--- config.mk ---
export PLATFORM = sky130hd
export DESIGN_NAME = lmd_back
export DESIGN_NICKNAME = d
export VERILOG_FILES = /design/src/hw/rtl/lmd_pkg.sv /design/src/hw/rtl/lmd_back.sv
export SDC_FILE = /design/constraint.sdc
export NUM_CORES = 1
export LEC_CHECK = 0
export BUFFER_PORTS_ARGS = -buffer_cell sky130_fd_sc_hd__buf_4
export CORE_ASPECT_RATIO = 2
export CORE_MARGIN = 3
export CORE_UTILIZATION = 25
export CTS_CLUSTER_SIZE = 28
export DETAILED_ROUTE_END_ITERATION = 8
export GPL_ROUTABILITY_DRIVEN = 0
export SLEW_MARGIN = 20
export SYNTH_ARGS = -nofsm -noshare
export SYNTH_HDL_FRONTEND = slang
export SYNTH_SLANG_ARGS = --single-unit
--- constraint.sdc ---
create_clock -name clk -period 12.6 [get_ports clk]
set_clock_uncertainty 0.05 [all_clocks]
set_input_delay 0.63 -clock clk [delete_from_list [all_inputs] [get_ports clk]]
set_output_delay 0.63 -clock clk [all_outputs]
set_load 0.03 [all_outputs]
--- src/hw/rtl/lmd_pkg.sv ---
`timescale 1ns / 1ps
package lmd_pkg;

	localparam int QUEUE_DEPTH = 4;
	localparam int QUEUE_AW    = $clog2(QUEUE_DEPTH);
	localparam int QCNT_W      = QUEUE_AW + 1;

	typedef struct packed {
		logic              empty;
		logic [QCNT_W-1:0] count;
	} lmd_qstat_t;

endpackage

--- src/hw/rtl/lmd_back.sv ---
`timescale 1ns / 1ps
module lmd_back import lmd_pkg::*; #(
	parameter int SAMPLE_BITS = 16,
	parameter int IDX_W       = 10,
	parameter int Q_W         = 3 * SAMPLE_BITS + 2 * IDX_W + 1
) (
	input  logic                   clk,
	input  logic                   arst_n,
	input  lmd_qstat_t             qstat,
	input  logic [Q_W-1:0]         pop_data,
	output logic                   pop,
	output logic                   out_valid,
	input  logic                   out_ready,
	output logic [IDX_W-1:0]       out_row,
	output logic [IDX_W-1:0]       out_col,
	output logic [SAMPLE_BITS-1:0] out_value
);

	logic signed [SAMPLE_BITS-1:0] win_q   [9];
	logic signed [SAMPLE_BITS-1:0] win_nxt [9];
	logic signed [SAMPLE_BITS-1:0] e_sample;
	logic signed [SAMPLE_BITS-1:0] e_mid;
	logic signed [SAMPLE_BITS-1:0] e_top;
	logic [IDX_W-1:0]              e_col;
	logic [IDX_W-1:0]              e_row;
	logic                          e_interior;
	logic                          hit;

	logic                          valid_q;
	logic [IDX_W-1:0]              row_q;
	logic [IDX_W-1:0]              col_q;
	logic [SAMPLE_BITS-1:0]        value_q;

	assign {e_interior, e_row, e_col, e_top, e_mid, e_sample} = pop_data;

	assign pop = !qstat.empty && (!valid_q || out_ready);

	always_comb begin
		for (int k = 0; k < 3; k++) begin
			win_nxt[k*3+0] = win_q[k*3+1];
			win_nxt[k*3+1] = win_q[k*3+2];
		end
		win_nxt[2] = e_top;
		win_nxt[5] = e_mid;
		win_nxt[8] = e_sample;
	end

	always_comb begin
		hit = e_interior;
		for (int k = 0; k < 9; k++) begin
			if (k != 4 && !(win_nxt[k] < win_nxt[4])) begin
				hit = 1'b0;
			end
		end
	end

	always_ff @(posedge clk or negedge arst_n) begin
		if (!arst_n) begin
			for (int k = 0; k < 9; k++) begin
				win_q[k] <= '0;
			end
		end else if (pop) begin
			for (int k = 0; k < 9; k++) begin
				win_q[k] <= win_nxt[k];
			end
		end
	end

	always_ff @(posedge clk or negedge arst_n) begin
		if (!arst_n) begin
			valid_q <= 1'b0;
		end else if (pop) begin
			valid_q <= hit;
		end else if (out_ready) begin
			valid_q <= 1'b0;
		end
	end

	always_ff @(posedge clk) begin
		if (pop && hit) begin
			row_q   <= e_row;
			col_q   <= e_col;
			value_q <= win_nxt[4];
		end
	end

	assign out_valid = valid_q;
	assign out_row   = row_q;
	assign out_col   = col_q;
	assign out_value = value_q;

endmodule

# Word level (Yosys, flattened, before mapping)
# Index checks and enable logic that the tools add are counted.
[totals]
ramBits = 0
n_memories = 0
out_inout_bits = 38
mem_bits_ro = 0
input_bits = 76
latch_bits = 0
elab_cells = 34
register_bits = 133
[classes]
n_reduce_logical = 6
shift = 0
magnitude_cmp = 8
div = 0
add_sub_neg = 0
n_mul = 0
bitwise_logic = 0
n_eq_ne = 0
n_mux = 10
[ops]
columns = ["op", "n"]
rows = [
  ["16-bit less-than comparator", 8],
  ["1-bit 2-to-1 mux", 10],
  ["1-bit logical AND", 2],
  ["1-bit logical NOT", 2],
  ["2-bit nonzero test", 1],
  ["1-bit logical OR", 1],
]

# Logic depth before layout (Yosys ltp)
[depth]
word_depth = 10
mapped_depth = 10
ltp_nobuf = 10

# Least setup slack after synthesis
# Ideal clock, no wire load.
[synth_path]
path_kind = "input-to-reg"
startpoint = "input port pop_data[37]"
endpoint = "register col_q[0], in the netlist out_col[0], enable pin"
n_path_buf = 0
required_ns = 12.098
setup_time_ns = 0.452
arrival_ns = 3.986
cell_stages = 8
setup_slack_ns = 8.112
path_cell_list = "ha_1 > a21o_1 > a21o_1 > a21oi_1 > o221ai_2 > a211oi_2 > o2111ai_1 > nor4b_2"
[synth_via]
elab_chain_cells = 8
[synth_rtl]
columns = ["item", "line_no", "rtl"]
rows = [
  ["start, declared", "lmd_back.sv:10", "input logic [Q_W-1:0] pop_data,"],
  ["16-bit less-than comparator", "lmd_back.sv:51", "if (k != 4 && !(win_nxt[k] < win_nxt[4])) begin"],
  ["1-bit 2-to-1 mux (6 in a row)", "lmd_back.sv:51", ""],
  ["1-bit logical AND", "lmd_back.sv:80", "if (pop && hit) begin"],
  ["end signal, assigned", "lmd_back.sv:82", "col_q <= e_col;"],
  ["end, declared", "lmd_back.sv:31", "logic [IDX_W-1:0] col_q;"],
]
# No other way between the ends.
# A chain may end at the register's enable or synchronous reset.

# Worst setup path in the final report
[layout_path]
startpoint = "register win_q (netlist bit win_nxt[69])"
endpoint = "register value_q[6], in the netlist out_value[6], enable pin"
[layout_via]
elab_chain_cells = 10
elab_cells_between_ends = 17
classes_between = "8 x order compare; 8 x mux; 1 x reduce/logical"
[layout_rtl]
columns = ["item", "line_no", "rtl"]
rows = [
  ["start, declared", "lmd_back.sv:19", "logic signed [SAMPLE_BITS-1:0] win_q [9];"],
  ["start signal, assigned by index", "lmd_back.sv:64", "win_q[k] <= win_nxt[k];"],
  ["16-bit less-than comparator", "lmd_back.sv:51", ""],
  ["1-bit 2-to-1 mux (7 in a row)", "lmd_back.sv:51", ""],
  ["1-bit 2-to-1 mux *", "lmd_back.sv:51", ""],
  ["1-bit logical AND *", "lmd_back.sv:80", ""],
  ["end signal, assigned", "lmd_back.sv:83", "value_q <= win_nxt[4];"],
  ["end, declared", "lmd_back.sv:32", "logic [SAMPLE_BITS-1:0] value_q;"],
]
# Mark *: on every way between the ends. The rest lies on a longest branch, timed or not.

==> impl_metrics.env <==
export IMPL_status="complete, no violations"
export IMPL_worstReg2RegEnd="out_value[6]$_DFFE_PP_"
export IMPL_cts_htree_levels=4
export IMPL_yosysWarnings=0
export IMPL_fillers=2965
export IMPL_first_iter_violations=181
export IMPL_setup_violations=0
export IMPL_clk_latency_ns=0.43
export IMPL_relSlewSlack=0.3579
export IMPL_power_internal_uw=919.3
export IMPL_cts_tree="yes"
export IMPL_coreArea_um2=28850
export IMPL_final_hold_viol_count=0
export IMPL_avgRoutedWirePerCell_um=17.23
export IMPL_endpoint_kind="flop"
export IMPL_ys_ff_latch=133
export IMPL_rows=88
export IMPL_port_buffer_count=110
export IMPL_avgSynthCellArea_um2=12.37
export IMPL_critPathArrivalTime_ns=3.68
export IMPL_synth_edff_count=36
export IMPL_hpwlAfterDp_mm=14.91
export IMPL_p_leak_uw=0.004090
export IMPL_ys_flop_type="dfrtp_1"
export IMPL_start_util=0.2543
export IMPL_stdcell_area_um2=9226
export IMPL_ir_worst_vdd_mv=0.09832
export IMPL_firstDrtPassIters=5
export IMPL_cap_violations=0
export IMPL_dpl_cell_area_um2=8613
export IMPL_seq_area_frac_synth=0.4783
export IMPL_overflow=0
export IMPL_fin_crit_ns=3.663
export IMPL_reg2regPathDepth=10
export IMPL_clkPwrFrac=0.404
export IMPL_rsz0062_at_grt="no"
export IMPL_cts_made_buffers=17
export IMPL_startpoint_type="flop"
export IMPL_fin_ws_ns=8.937
export IMPL_combinationalPowerShare=0.193
export IMPL_ant_nets=0
export IMPL_fmax_ghz=0.2730
export IMPL_ioPinCount=114
export IMPL_dieArea_um2=31560
export IMPL_finalCritPeriodShare=0.2907
export IMPL_area_growth_synth_to_final_pct=25.77
export IMPL_clk_pin_slew_ns=0.06
export IMPL_die_w_um=127.1
export IMPL_grt_util_all_layers=0.1241
export IMPL_pre_cts_slack_ns=8.807
export IMPL_fin_nets=910
export IMPL_cts_path_max_buffers=2
export IMPL_cp_max_fo=36
export IMPL_p_per_area_nw_per_um2=137.2
export IMPL_hold_path_class="in -> async"
export IMPL_path_class="reg -> reg"
export IMPL_yosys_area_top_type_share=0.3309
export IMPL_cts_sinks=133
export IMPL_cts_root_buf="clkbuf_16"
export IMPL_r2r_setup_slack_ns=8.94
export IMPL_synth_distinct_cells=42
export IMPL_ys_top_cells_by_area="dfrtp_1, ha_1, edfxtp_1"
export IMPL_syn_nets=789
export IMPL_switching_share=0.2736
export IMPL_layout_drive_gt1_share=0.3219
export IMPL_r2r_start="win_nxt[69]$_DFFE_PN0P_"
export IMPL_ctsResizeCount=0
export IMPL_worstPathRequired_ns=12.62
export IMPL_grt_max_degree=62
export IMPL_netSwitchingPower_uw=346.3
export IMPL_synth_async_reset_ratio=0.7293
export IMPL_grt_pass1_vias=5480
export IMPL_num_vias=5133
export IMPL_fin_util=0.3198
export IMPL_grt_pass1_wl_mm=29.48
export IMPL_post_cts_buffers=0
export IMPL_syn_inst=593
export IMPL_fin_cells=1087
export IMPL_antenna_found_initial=0
export IMPL_drc_errors=0
export IMPL_slew_viol_final=0
export IMPL_synthesis_area_um2=7336
export IMPL_diodes=0
export IMPL_p_seq_frac=0.403
export IMPL_routed_wl_mm=18.73
export IMPL_tns_ns=0
export IMPL_viasPerCell=4.722
export IMPL_chipHeight_um=248.3
export IMPL_placed_cells=1055
export IMPL_final_common_cell="ha_1"
export IMPL_postCtsHoldBufs=0
export IMPL_mostFrequentLayoutCells="ha_1, buf_4, dfrtp_1"
export IMPL_yosysTopAreaCell="dfrtp_1"
export IMPL_tightest_slew_ns=0.9389
[layer usage]
layer,routed length [µm],global-route usage,vias to the layer above
met5,0,0,-
met2,10680,0.2411,102
li1,-,-,2481
met4,801,0.06570,0
met3,727,0.03262,49
met1,6523,0.1158,2501
[worst max-delay path by stage]
stage	startpoint	endpoint	slack [ns]	cells past startpoint
4_1_cts	win_nxt[69]$_DFFE_PN0P_	out_value[6]$_DFFE_PP_	8.80	10
3_5_place_dp	win_nxt[69]$_DFFE_PN0P_	out_value[0]$_DFFE_PP_	8.81	10
3_3_place_gp	win_nxt[69]$_DFFE_PN0P_	out_value[0]$_DFFE_PP_	8.83	10
5_1_grt	win_nxt[69]$_DFFE_PN0P_	out_col[8]$_DFFE_PP_	8.64	10
6_report	win_nxt[69]$_DFFE_PN0P_	out_value[6]$_DFFE_PP_	8.94	10
2_1_floorplan	pop_data[37]	out_col[0]$_DFFE_PP_	8.11	8
[flip-flops by register name, indices dropped and copies added (netlist names)]
name,count
win_nxt,96
out_row,10
out_col,10
out_valid,1
out_value,16
[per-stage QoR]
stage | hold slack, ns | power (µW)
2_1_floorplan | 0.2844 | 674.1
3_3_place_gp | 0.3975 | 755.3
3_5_place_dp | 0.4067 | 764.9
4_1_cts | 0.1701 | 1284
5_1_grt | 0.1888 | 1339
6_report | 0.1537 | 1266
[final cells by class]
cell class              instances  area (µm²)  area share
multi-input cells             426        3716      0.4028
flip-flops and latches        133        3508      0.3803
repair buffers                114       855.8     0.09276
clock buffers                  22       495.5     0.05370
well taps                     360       450.4     0.04882
clock inverters                10       117.6     0.01275
inverters                      22       82.58    0.008950
[cells in the mapped netlist (2+ instances only)]
cell type	count
a2111oi_0	4
a211o_1	2
a211oi_1	9
a21o_1	10
a21oi_1	31
a31oi_1	3
a41oi_1	2
and3_1	2
clkbuf_1	12
dfrtp_1	97
edfxtp_1	36
ha_1	120
inv_1	22
mux2_2	83
nand2_1	34
nand2b_1	4
nand3_1	6
nand4_1	14
nor2_1	20
nor2b_1	8
nor3_1	4
o2111ai_1	3
o211ai_1	4
o21a_1	3
o21ai_0	41
o21bai_1	2
o22ai_1	2
[critical path: stages, from the launching register on]
cell	delay [ns]
dfrtp_1	0.41
inv_1	0.37
ha_1	0.35
a211oi_1	0.21
nand3_1	0.10
a41oi_1	0.41
o21ai_0	0.18
mux2_2	0.29
a21oi_1	0.19
nor4b_4	0.26
buf_4	0.45
[power by group through the flow]
stage	logic, µW	registers [µW]	clock network (µW)
floorplan	168	506	0
global placement	237	518	0
detailed placement	246	519	0
CTS	248	511	525
global route	283	515	540
finish	244	511	511
[logic make-up (layout without fill, tap and decap cells)]
logic type,count (synthesis),in the layout,synth area share
AND/OR/NAND/NOR,101,101,0.06840
multiplexers,84,84,0.1288
flip-flops,133,133,0.4783
AO/OA/AOI/OAI,121,121,0.1025
adder cells (fa/ha/maj),120,120,0.2047
buffers and inverters,34,168,0.01740
No activity file was read; power rests on OpenSTA's default activity.
