`config.mk`:
```
export PLATFORM = sky130hd
export DESIGN_NAME = lmd_queue
export DESIGN_NICKNAME = d
export VERILOG_FILES = /design/src/hw/rtl/lmd_pkg.sv /design/src/hw/rtl/lmd_queue.sv
export SDC_FILE = /design/constraint.sdc
export NUM_CORES = 1
export LEC_CHECK = 0
export BUFFER_PORTS_ARGS = -buffer_cell sky130_fd_sc_hd__buf_2
export CELL_PAD_IN_SITES_DETAIL_PLACEMENT = 1
export CELL_PAD_IN_SITES_GLOBAL_PLACEMENT = 1
export CORE_ASPECT_RATIO = 1.2
export CORE_MARGIN = 8
export CORE_UTILIZATION = 35
export CTS_CLUSTER_SIZE = 16
export DETAILED_ROUTE_END_ITERATION = 6
export GPL_TIMING_DRIVEN = 0
export PLACE_DENSITY_LB_ADDON = 0.1
export SLEW_MARGIN = 10
export SYNTH_ARGS = -nofsm -noshare
export SYNTH_HDL_FRONTEND = slang
export SYNTH_SLANG_ARGS = --single-unit
```
`constraint.sdc`:
```
create_clock -name clk -period 1.49 [get_ports clk]
set_input_delay 0.298 -clock clk [delete_from_list [all_inputs] [get_ports clk]]
set_output_delay 0.298 -clock clk [all_outputs]
set_load 0.1 [all_outputs]
```
`src/hw/rtl/lmd_pkg.sv`:
```
`timescale 1ns / 1ps
package lmd_pkg;

	localparam int QUEUE_DEPTH = 4;
	localparam int QUEUE_AW    = $clog2(QUEUE_DEPTH);
	localparam int QCNT_W      = QUEUE_AW + 1;

	typedef struct packed {
		logic              empty;
		logic [QCNT_W-1:0] count;
	} lmd_qstat_t;

endpackage

```
`src/hw/rtl/lmd_queue.sv`:
```
`timescale 1ns / 1ps
module lmd_queue import lmd_pkg::*; #(
	parameter int WIDTH = 8
) (
	input  logic             clk,
	input  logic             arst_n,
	input  logic             push,
	input  logic [WIDTH-1:0] push_data,
	input  logic             pop,
	output logic [WIDTH-1:0] pop_data,
	output lmd_qstat_t       qstat
);

	logic [WIDTH-1:0]    entry_q [QUEUE_DEPTH];
	logic [QUEUE_AW-1:0] wr_ptr_q;
	logic [QUEUE_AW-1:0] rd_ptr_q;
	logic [QCNT_W-1:0]   count_q;

	always_ff @(posedge clk or negedge arst_n) begin
		if (!arst_n) begin
			wr_ptr_q <= '0;
			rd_ptr_q <= '0;
			count_q  <= '0;
		end else begin
			if (push) begin
				wr_ptr_q <= wr_ptr_q + QUEUE_AW'(1);
			end
			if (pop) begin
				rd_ptr_q <= rd_ptr_q + QUEUE_AW'(1);
			end
			unique case ({push, pop})
				2'b10:   count_q <= count_q + QCNT_W'(1);
				2'b01:   count_q <= count_q - QCNT_W'(1);
				default: count_q <= count_q;
			endcase
		end
	end

	always_ff @(posedge clk) begin
		if (push) begin
			entry_q[wr_ptr_q] <= push_data;
		end
	end

	assign pop_data    = entry_q[rd_ptr_q];
	assign qstat.empty = (count_q == '0);
	assign qstat.count = count_q;

endmodule

```
Word level (Yosys, flattened, before mapping)
Memory sizes are Yosys's and may differ from the RTL's.
Index checks and enable logic that the tools add are counted.
Operators by class
  $add $sub $neg: 4
  equal/unequal tests: 2
  mux-type cells: 3
  reductions and logical operators: 2
Operators with widths (number)
  3-bit case mux with 2 select lines: 1
  2-bit by 1-bit adder with 2-bit output, second input constant: 2
  3-bit by 1-bit adder with 3-bit output, second input constant: 1
  3-bit logical NOT: 1
  3-bit by 1-bit subtractor with 3-bit output, second input constant: 1
  2-bit by 1-bit == test with 1-bit output, second input constant: 1
  2-bit == test, second input constant: 1
  1-bit 2-to-1 mux: 2
  2-bit nonzero test: 1
Storage, ports and cells
  memories kept: 1
  bits in registers: 7
  word-level logic and storage cells: 15
  input port bits: 12
  bits in writable memories: 32
Memory list
  entry_q: words 4, width 8, rd ports 1, clocked after Yosys merged registers in 0, write ports 1, RTL line lmd_queue.sv:14  | logic [WIDTH-1:0] entry_q [QUEUE_DEPTH];

Depth between registers and ports, before layout
Gate-level depths: netlist of run 1.
  depth in word-level cells: 2
  depth in mapped cells: 7

Worst setup path before layout of run 1
OpenSTA, ideal clock, no wires.
  path kind: register to output
  from: reg count_q[0]
  to: out qstat[3] in the netlist's numbering
  cell stages (with the launch flop): 2
  path slack: -1.782 ns
  buffers on the path: 0
  data required time: 1.192 ns
  data arrival time: 2.974 ns
  path through: dfrtp_1 -> nor3_1
RTL lines
  start: declaration: RTL line lmd_queue.sv:17  | logic [QCNT_W-1:0] count_q;
  start signal: assignment: RTL line lmd_queue.sv:32  | 2'b10: count_q <= count_q + QCNT_W'(1);
  start signal: assignment: RTL line lmd_queue.sv:33  | 2'b01: count_q <= count_q - QCNT_W'(1);
  start signal: assignment: RTL line lmd_queue.sv:34  | default: count_q <= count_q;
  end: declaration: RTL line lmd_queue.sv:11  | output lmd_qstat_t qstat

Worst setup path after layout of run 1
  from: reg rd_ptr_q[0]
  to: out pop_data[0]
Between the ends
  cells in the longest elaborated chain, start to end: 1
Ends and longest elaborated chain
  start: declaration: RTL line lmd_queue.sv:16  | logic [QUEUE_AW-1:0] rd_ptr_q;
  start signal: assignment: RTL line lmd_queue.sv:29  | rd_ptr_q <= rd_ptr_q + QUEUE_AW'(1);
  memory read 4 x 8 bit
  end: declaration: RTL line lmd_queue.sv:10  | output logic [WIDTH-1:0] pop_data,
No other way between the ends.

==> flow_summary.json, run 1 <==
{
  "placed_area_um2": 1750,
  "fin_area_um2": 2041,
  "hold_violations": 0,
  "die_x_um": 76.66,
  "grt_max_degree": 13,
  "synth_cell_types": 15,
  "core_area_um2": 4262,
  "rows": 26,
  "whs_endpoint": "rd_ptr_q[0]",
  "min_period_ps": 1859,
  "cts.clk_slew.worst_paths_ps": 70,
  "hpwl_mm": 1.951,
  "rr_worst_depth": 5,
  "ys_ff_latch": 39,
  "cp_data_arrival_time_ps": 1560,
  "synth_fp_nets": 96,
  "fmax_ghz": 0.5380,
  "die_area_um2": 6806,
  "layoutNonFillerInstCount": 170,
  "yosysWarnings": 0,
  "die_h_um": 88.79,
  "yosysTopAreaCell": "edfxtp_1",
  "wirelength_mm": 2.800,
  "antenna_found_initial": 0,
  "critPathLaunch": "rd_ptr_q[0]",
  "routedWlPerCell_um": 16.47,
  "detail_route.iter0.violations": 28,
  "grt_pass1_vias": 893,
  "r2r_setup_slack_ps": 140,
  "start_kind": "flip-flop",
  "min_period_over_period_pct": 124.7,
  "netlist_area_um2": 1545,
  "whs_ps": 227.9,
  "drv_cap": 0,
  "tightest_slew_ps": 488.9,
  "synth.area.top_cells": "edfxtp_1 (62%), mux4_2 (12%), dfrtp_1 (11%)",
  "utilization_pct": 47.89,
  "postSynthCellCount": 78,
  "syn_to_final_growth_pct": 32.06,
  "fin_nets": 131,
  "insertion_delay_ps": 280,
  "endpoint_kind": "output port",
  "crit_type": "flip-flop to output port",
  "finalSetupViolCount": 9,
  "timing.final.ws_setup_ps": -368.7,
  "start_util_pct": 36.26,
  "cts_root_buffer": "clkbuf_8",
  "hold_path_startpoint": "pop",
  "routed-via-count": 769,
  "clock-sinks": 39,
  "rsz0062_at_grt": "true",
  "htreeDepth": 2,
  "synth_seq_area_share_pct": 73.52,
  "failed_checks": "setup timing",
  "gp_congestion": 0.6670,
  "io_buffers": 23,
  "dr.pass1.iters": 4,
  "hp-class": "input pin to flip-flop",
  "grt_first_pass_wirelength_mm": 4.519,
  "dp_cells": 157,
  "detail-route-antenna-nets": 0,
  "worstHoldPathCells": 2,
  "drc_errors": 0,
  "synth.avg_cell_area_um2": 19.81,
  "status": "complete, but fails checks",
  "yosysTopAreaCellShare_pct": 62.19,
  "antennaDiodeCount": 0,
  "worstReg2RegEnd": "count_q[2]",
  "required_ps": 1190,
  "critPathMaxFanout": 5,
  "grt.overflow.total": 0,
  "relSlewSlack_pct": 67.63,
  "slew_violations": 0,
  "grtUsageTotal_pct": 8.894,
  "reg2reg_from": "count_q[1]",
  "routed_via_density": 4.524,
  "ios": 24,
  "clk_path_buf_depth": 2,
  "numCtsBuffers": 5,
  "cts_tree": "built",
  "skew_ps": 5.482,
  "drive_above_1_share_pct": 47.37
}
==> placed cells by master, fill, tap and decap left out, types with 3 or more instances in the layout <==
cell / count
nand2_1: 3
buf_2: 13
xor2_1: 4
buf_4: 3
inv_1: 5
buf_6: 6
ha_1: 4
buf_12: 3
clkbuf_8: 5
dfrtp_1: 3
mux4_2: 8
edfxtp_1: 32
==> flip-flops by register name, indices dropped and copies added, names as in the netlist <==
| signal | flops |
|---|---|
| wr_ptr_q | 2 |
| count_q | 3 |
| entry_q | 32 |
| rd_ptr_q | 2 |
==> cell families after synthesis <==
family                   synth area share, %
multiplexers                           11.66
AO/OA/AOI/OAI                         0.6478
XOR/XNOR                               3.401
buffers and inverters                  2.510
adder cells (fa/ha/maj)                5.344
flip-flops                             73.52
AND/OR/NAND/NOR                        2.914
==> synth_stat cells <==
cell type,count
nor2_1,1
buf_6,1
inv_1,6
nor3_1,1
and2_1,4
o21ai_0,2
mux4_2,8
dfrtp_1,7
xnor2_1,2
fa_1,1
xor2_1,4
nand2_1,3
edfxtp_1,32
ha_1,5
buf_2,1
==> per-stage QoR <==
stage / setup WS [ps] / setup TNS, ps
finish: -368.7 / -2843
global route: -424.9 / -3355
CTS: -362.2 / -2851
detailed placement: -189.6 / -1224
global placement: -145.3 / -1211
floorplan: -278.9 / -941.7
==> cell type report <==
| cell class | instances | area, µm² |
|---|---|---|
| Multi-Input combinational cell | 31 | 389.1 |
| Inverter | 6 | 22.52 |
| Fill cell | 410 | 2221 |
| Clock buffer | 6 | 72.57 |
| Clock inverter | 2 | 60.06 |
| Sequential cell | 39 | 1146 |
| Buffer | 2 | 25.02 |
| Tap cell | 56 | 70.07 |
| Timing Repair Buffer | 28 | 255.2 |
==> worst max path at each step <==
| stage | to | cells after the start |
|---|---|---|
| global placement | pop_data[2] | 3 |
| floorplan | qstat[3] | 1 |
| detailed placement | count_q[2] | 8 |
| global route | pop_data[0] | 3 |
| CTS | pop_data[0] | 3 |
| finish | pop_data[0] | 3 |
==> what timing repair did <==
action,CTS,global route
buffers inserted,1,2
endpoints found under the hold margin,7,0
cloned,0,1
resized for setup,22,11
hold buffers,1,0
pin swaps,1,4
endpoints found under the setup margin,9,28
==> layer usage <==
layer	global-route usage (%)	routed length, µm	vias up
li1	-	-	358
met1	8.339	1081	386
met2	16.61	1549	20
met3	3.354	116	5
met4	4.729	52	0
met5	0	0	-
==> worst max-delay path, cell delays in order (launching register included) <==
cell     delay, ps
dfrtp_2        410
buf_12         130
mux4_2         530
buf_8          200
Power of run 1 is not shown: default switching activity piles up to over one toggle a cycle in this logic, so the estimate is an artifact.
==> run 2, diff against run 1 <==
--- a/config.mk
+++ b/config.mk
@@ -6,15 +6,12 @@
 export NUM_CORES = 1
 export LEC_CHECK = 0
 export BUFFER_PORTS_ARGS = -buffer_cell sky130_fd_sc_hd__buf_2
-export CELL_PAD_IN_SITES_DETAIL_PLACEMENT = 1
-export CELL_PAD_IN_SITES_GLOBAL_PLACEMENT = 1
 export CORE_ASPECT_RATIO = 1.2
 export CORE_MARGIN = 8
 export CORE_UTILIZATION = 35
 export CTS_CLUSTER_SIZE = 16
 export DETAILED_ROUTE_END_ITERATION = 6
 export GPL_TIMING_DRIVEN = 0
-export PLACE_DENSITY_LB_ADDON = 0.1
 export SLEW_MARGIN = 10
 export SYNTH_ARGS = -nofsm -noshare
 export SYNTH_HDL_FRONTEND = slang
==> flow_summary.json, run 2 (synthesis results as in run 1) <==
{
  "multi_input_area_um2": 387.9,
  "crit_type": "flip-flop to output port",
  "detail_route.iter0.violations": 27,
  "grt_pass1_vias": 891,
  "io_buffers": 23,
  "largest_register_ffs": 32,
  "hold_violations": 0,
  "slowest_stage": "mux4_2",
  "grt_first_pass_wirelength_mm": 4.450,
  "rows": 26,
  "layoutNonFillerInstCount": 167,
  "wirelength_mm": 2.462,
  "min_period_over_period_pct": 121.9,
  "required_ps": 1190,
  "relSlewSlack_pct": 67.60,
  "mostFrequentLayoutCell": "edfxtp_1",
  "cp_data_arrival_time_ps": 1520,
  "clk_path_buf_depth": 2,
  "numCtsBuffers": 5,
  "reg2reg_from": "count_q[0]",
  "slew_violations": 0,
  "worstReg2RegEnd": "count_q[2]",
  "core_area_um2": 4262,
  "largestRegisters": "entry_q x32, count_q x3",
  "insertion_delay_ps": 280,
  "finalSetupViolCount": 8,
  "cp_cell_sequence": "buf_12 > mux4_2 > buf_6",
  "final_cell_mix": "edfxtp_1 (32), buf_2 (14), mux4_2 (8)",
  "tightest_slew_ps": 489.3,
  "seq_area_um2": 1145,
  "endpoint_kind": "output port",
  "cts_tree": "built",
  "drc_errors": 0,
  "r2r_setup_slack_ps": 90,
  "timing.final.ws_setup_ps": -326.0,
  "worstHoldPathCells": 1,
  "top_register": "entry_q",
  "die_x_um": 76.66,
  "drv_cap": 0,
  "routed-via-count": 760,
  "antennaDiodeCount": 0,
  "rsz0062_at_grt": "true",
  "hold_path_startpoint": "push_data[5]",
  "cts.clk_slew.worst_paths_ps": 70,
  "start_util_pct": 36.26,
  "slowest_delay_ps": 510,
  "grt.overflow.total": 0,
  "clock-sinks": 39,
  "gp_congestion": 0.6461,
  "critPathMaxFanout": 9,
  "start_kind": "flip-flop",
  "rr_worst_depth": 5,
  "fillerInstances": 385,
  "routedWlPerCell_um": 14.74,
  "min_period_ps": 1816,
  "antenna_found_initial": 0,
  "grtUsageTotal_pct": 8.628,
  "dp_cells": 157,
  "htreeDepth": 2,
  "routed_via_density": 4.551,
  "syn_to_final_growth_pct": 27.29,
  "drive_above_1_share_pct": 45.05,
  "die_h_um": 88.79,
  "fin_nets": 128,
  "grt_max_degree": 13,
  "ios": 24,
  "failed_checks": "setup timing",
  "detail-route-antenna-nets": 0,
  "skew_ps": 3.559,
  "cts_root_buffer": "clkbuf_8",
  "dr.pass1.iters": 4,
  "status": "complete, but fails checks",
  "fmax_ghz": 0.5507,
  "hpwl_mm": 1.769,
  "whs_endpoint": "entry_q[2][5]",
  "hp-class": "input pin to flip-flop",
  "die_area_um2": 6806
}
==> run 2: what timing repair did <==
action | in CTS | in global routing
pin swaps | 1 | 2
resized for setup | 21 | 9
endpoints found under the setup margin | 9 | 35
buffers inserted | 0 | 1
hold endpoints to repair | 7 | 0
hold buffers | 1 | 0
==> run 2: area by class of cell <==
type                            count  share of cell area [%]
Buffer                              2                   1.272
Clock buffer                        5                   3.499
Clock inverter                      3                   1.972
Inverter                            6                   1.145
Multi-Input combinational cell     31                   19.72
Sequential cell                    39                   58.21
Tap cell                           56                   3.562
Timing Repair Buffer               25                   10.62
==> run 2: layer usage <==
layer | track usage (%) | up-vias | share of wire [%]
met3 | 4.065 | 2 | 6.3
met4 | 3.152 | 0 | 0.61
met5 | 0 | - | 0
met2 | 15.21 | 23 | 52
met1 | 8.825 | 383 | 40
li1 | - | 352 | -
==> run 2: critical path, delay by kind of cell (launching register included) <==
family | cells | cell delay [ps]
flops | 1 | 370
buf+inv | 2 | 350
mux | 1 | 510
==> run 2: how the worst max path moves through the flow <==
stage / startpoint / end / slack [ps] / cells past startpoint
2_1_floorplan: count_q[0] / qstat[3] / -280 / 1
3_3_place_gp: rd_ptr_q[0] / pop_data[4] / -140 / 3
3_5_place_dp: rd_ptr_q[0] / pop_data[0] / -150 / 3
4_1_cts: rd_ptr_q[0] / pop_data[0] / -370 / 3
5_1_grt: rd_ptr_q[0] / pop_data[0] / -380 / 3
6_report: rd_ptr_q[0] / pop_data[0] / -330 / 3
==> run 2: stage by stage <==
stage / hold slack [ps] / area [µm²] / setup TNS (ps) / setup WS [ps] / utilization, %
final: 226.7 / 1967 / -2555 / -326.0 / 46.15
after global routing: 224.9 / 1967 / -3011 / -376.7 / 46.15
after CTS: 219.2 / 1937 / -2871 / -365.4 / 45.45
after detailed placement: 146.5 / 1750 / -1201 / -145.5 / 41.07
after global placement: 139.7 / 1750 / -1116 / -140.1 / 41.07
after floorplan: 2.409 / 1565 / -941.7 / -278.9 / -
Power of run 2 is left out for the same reason.
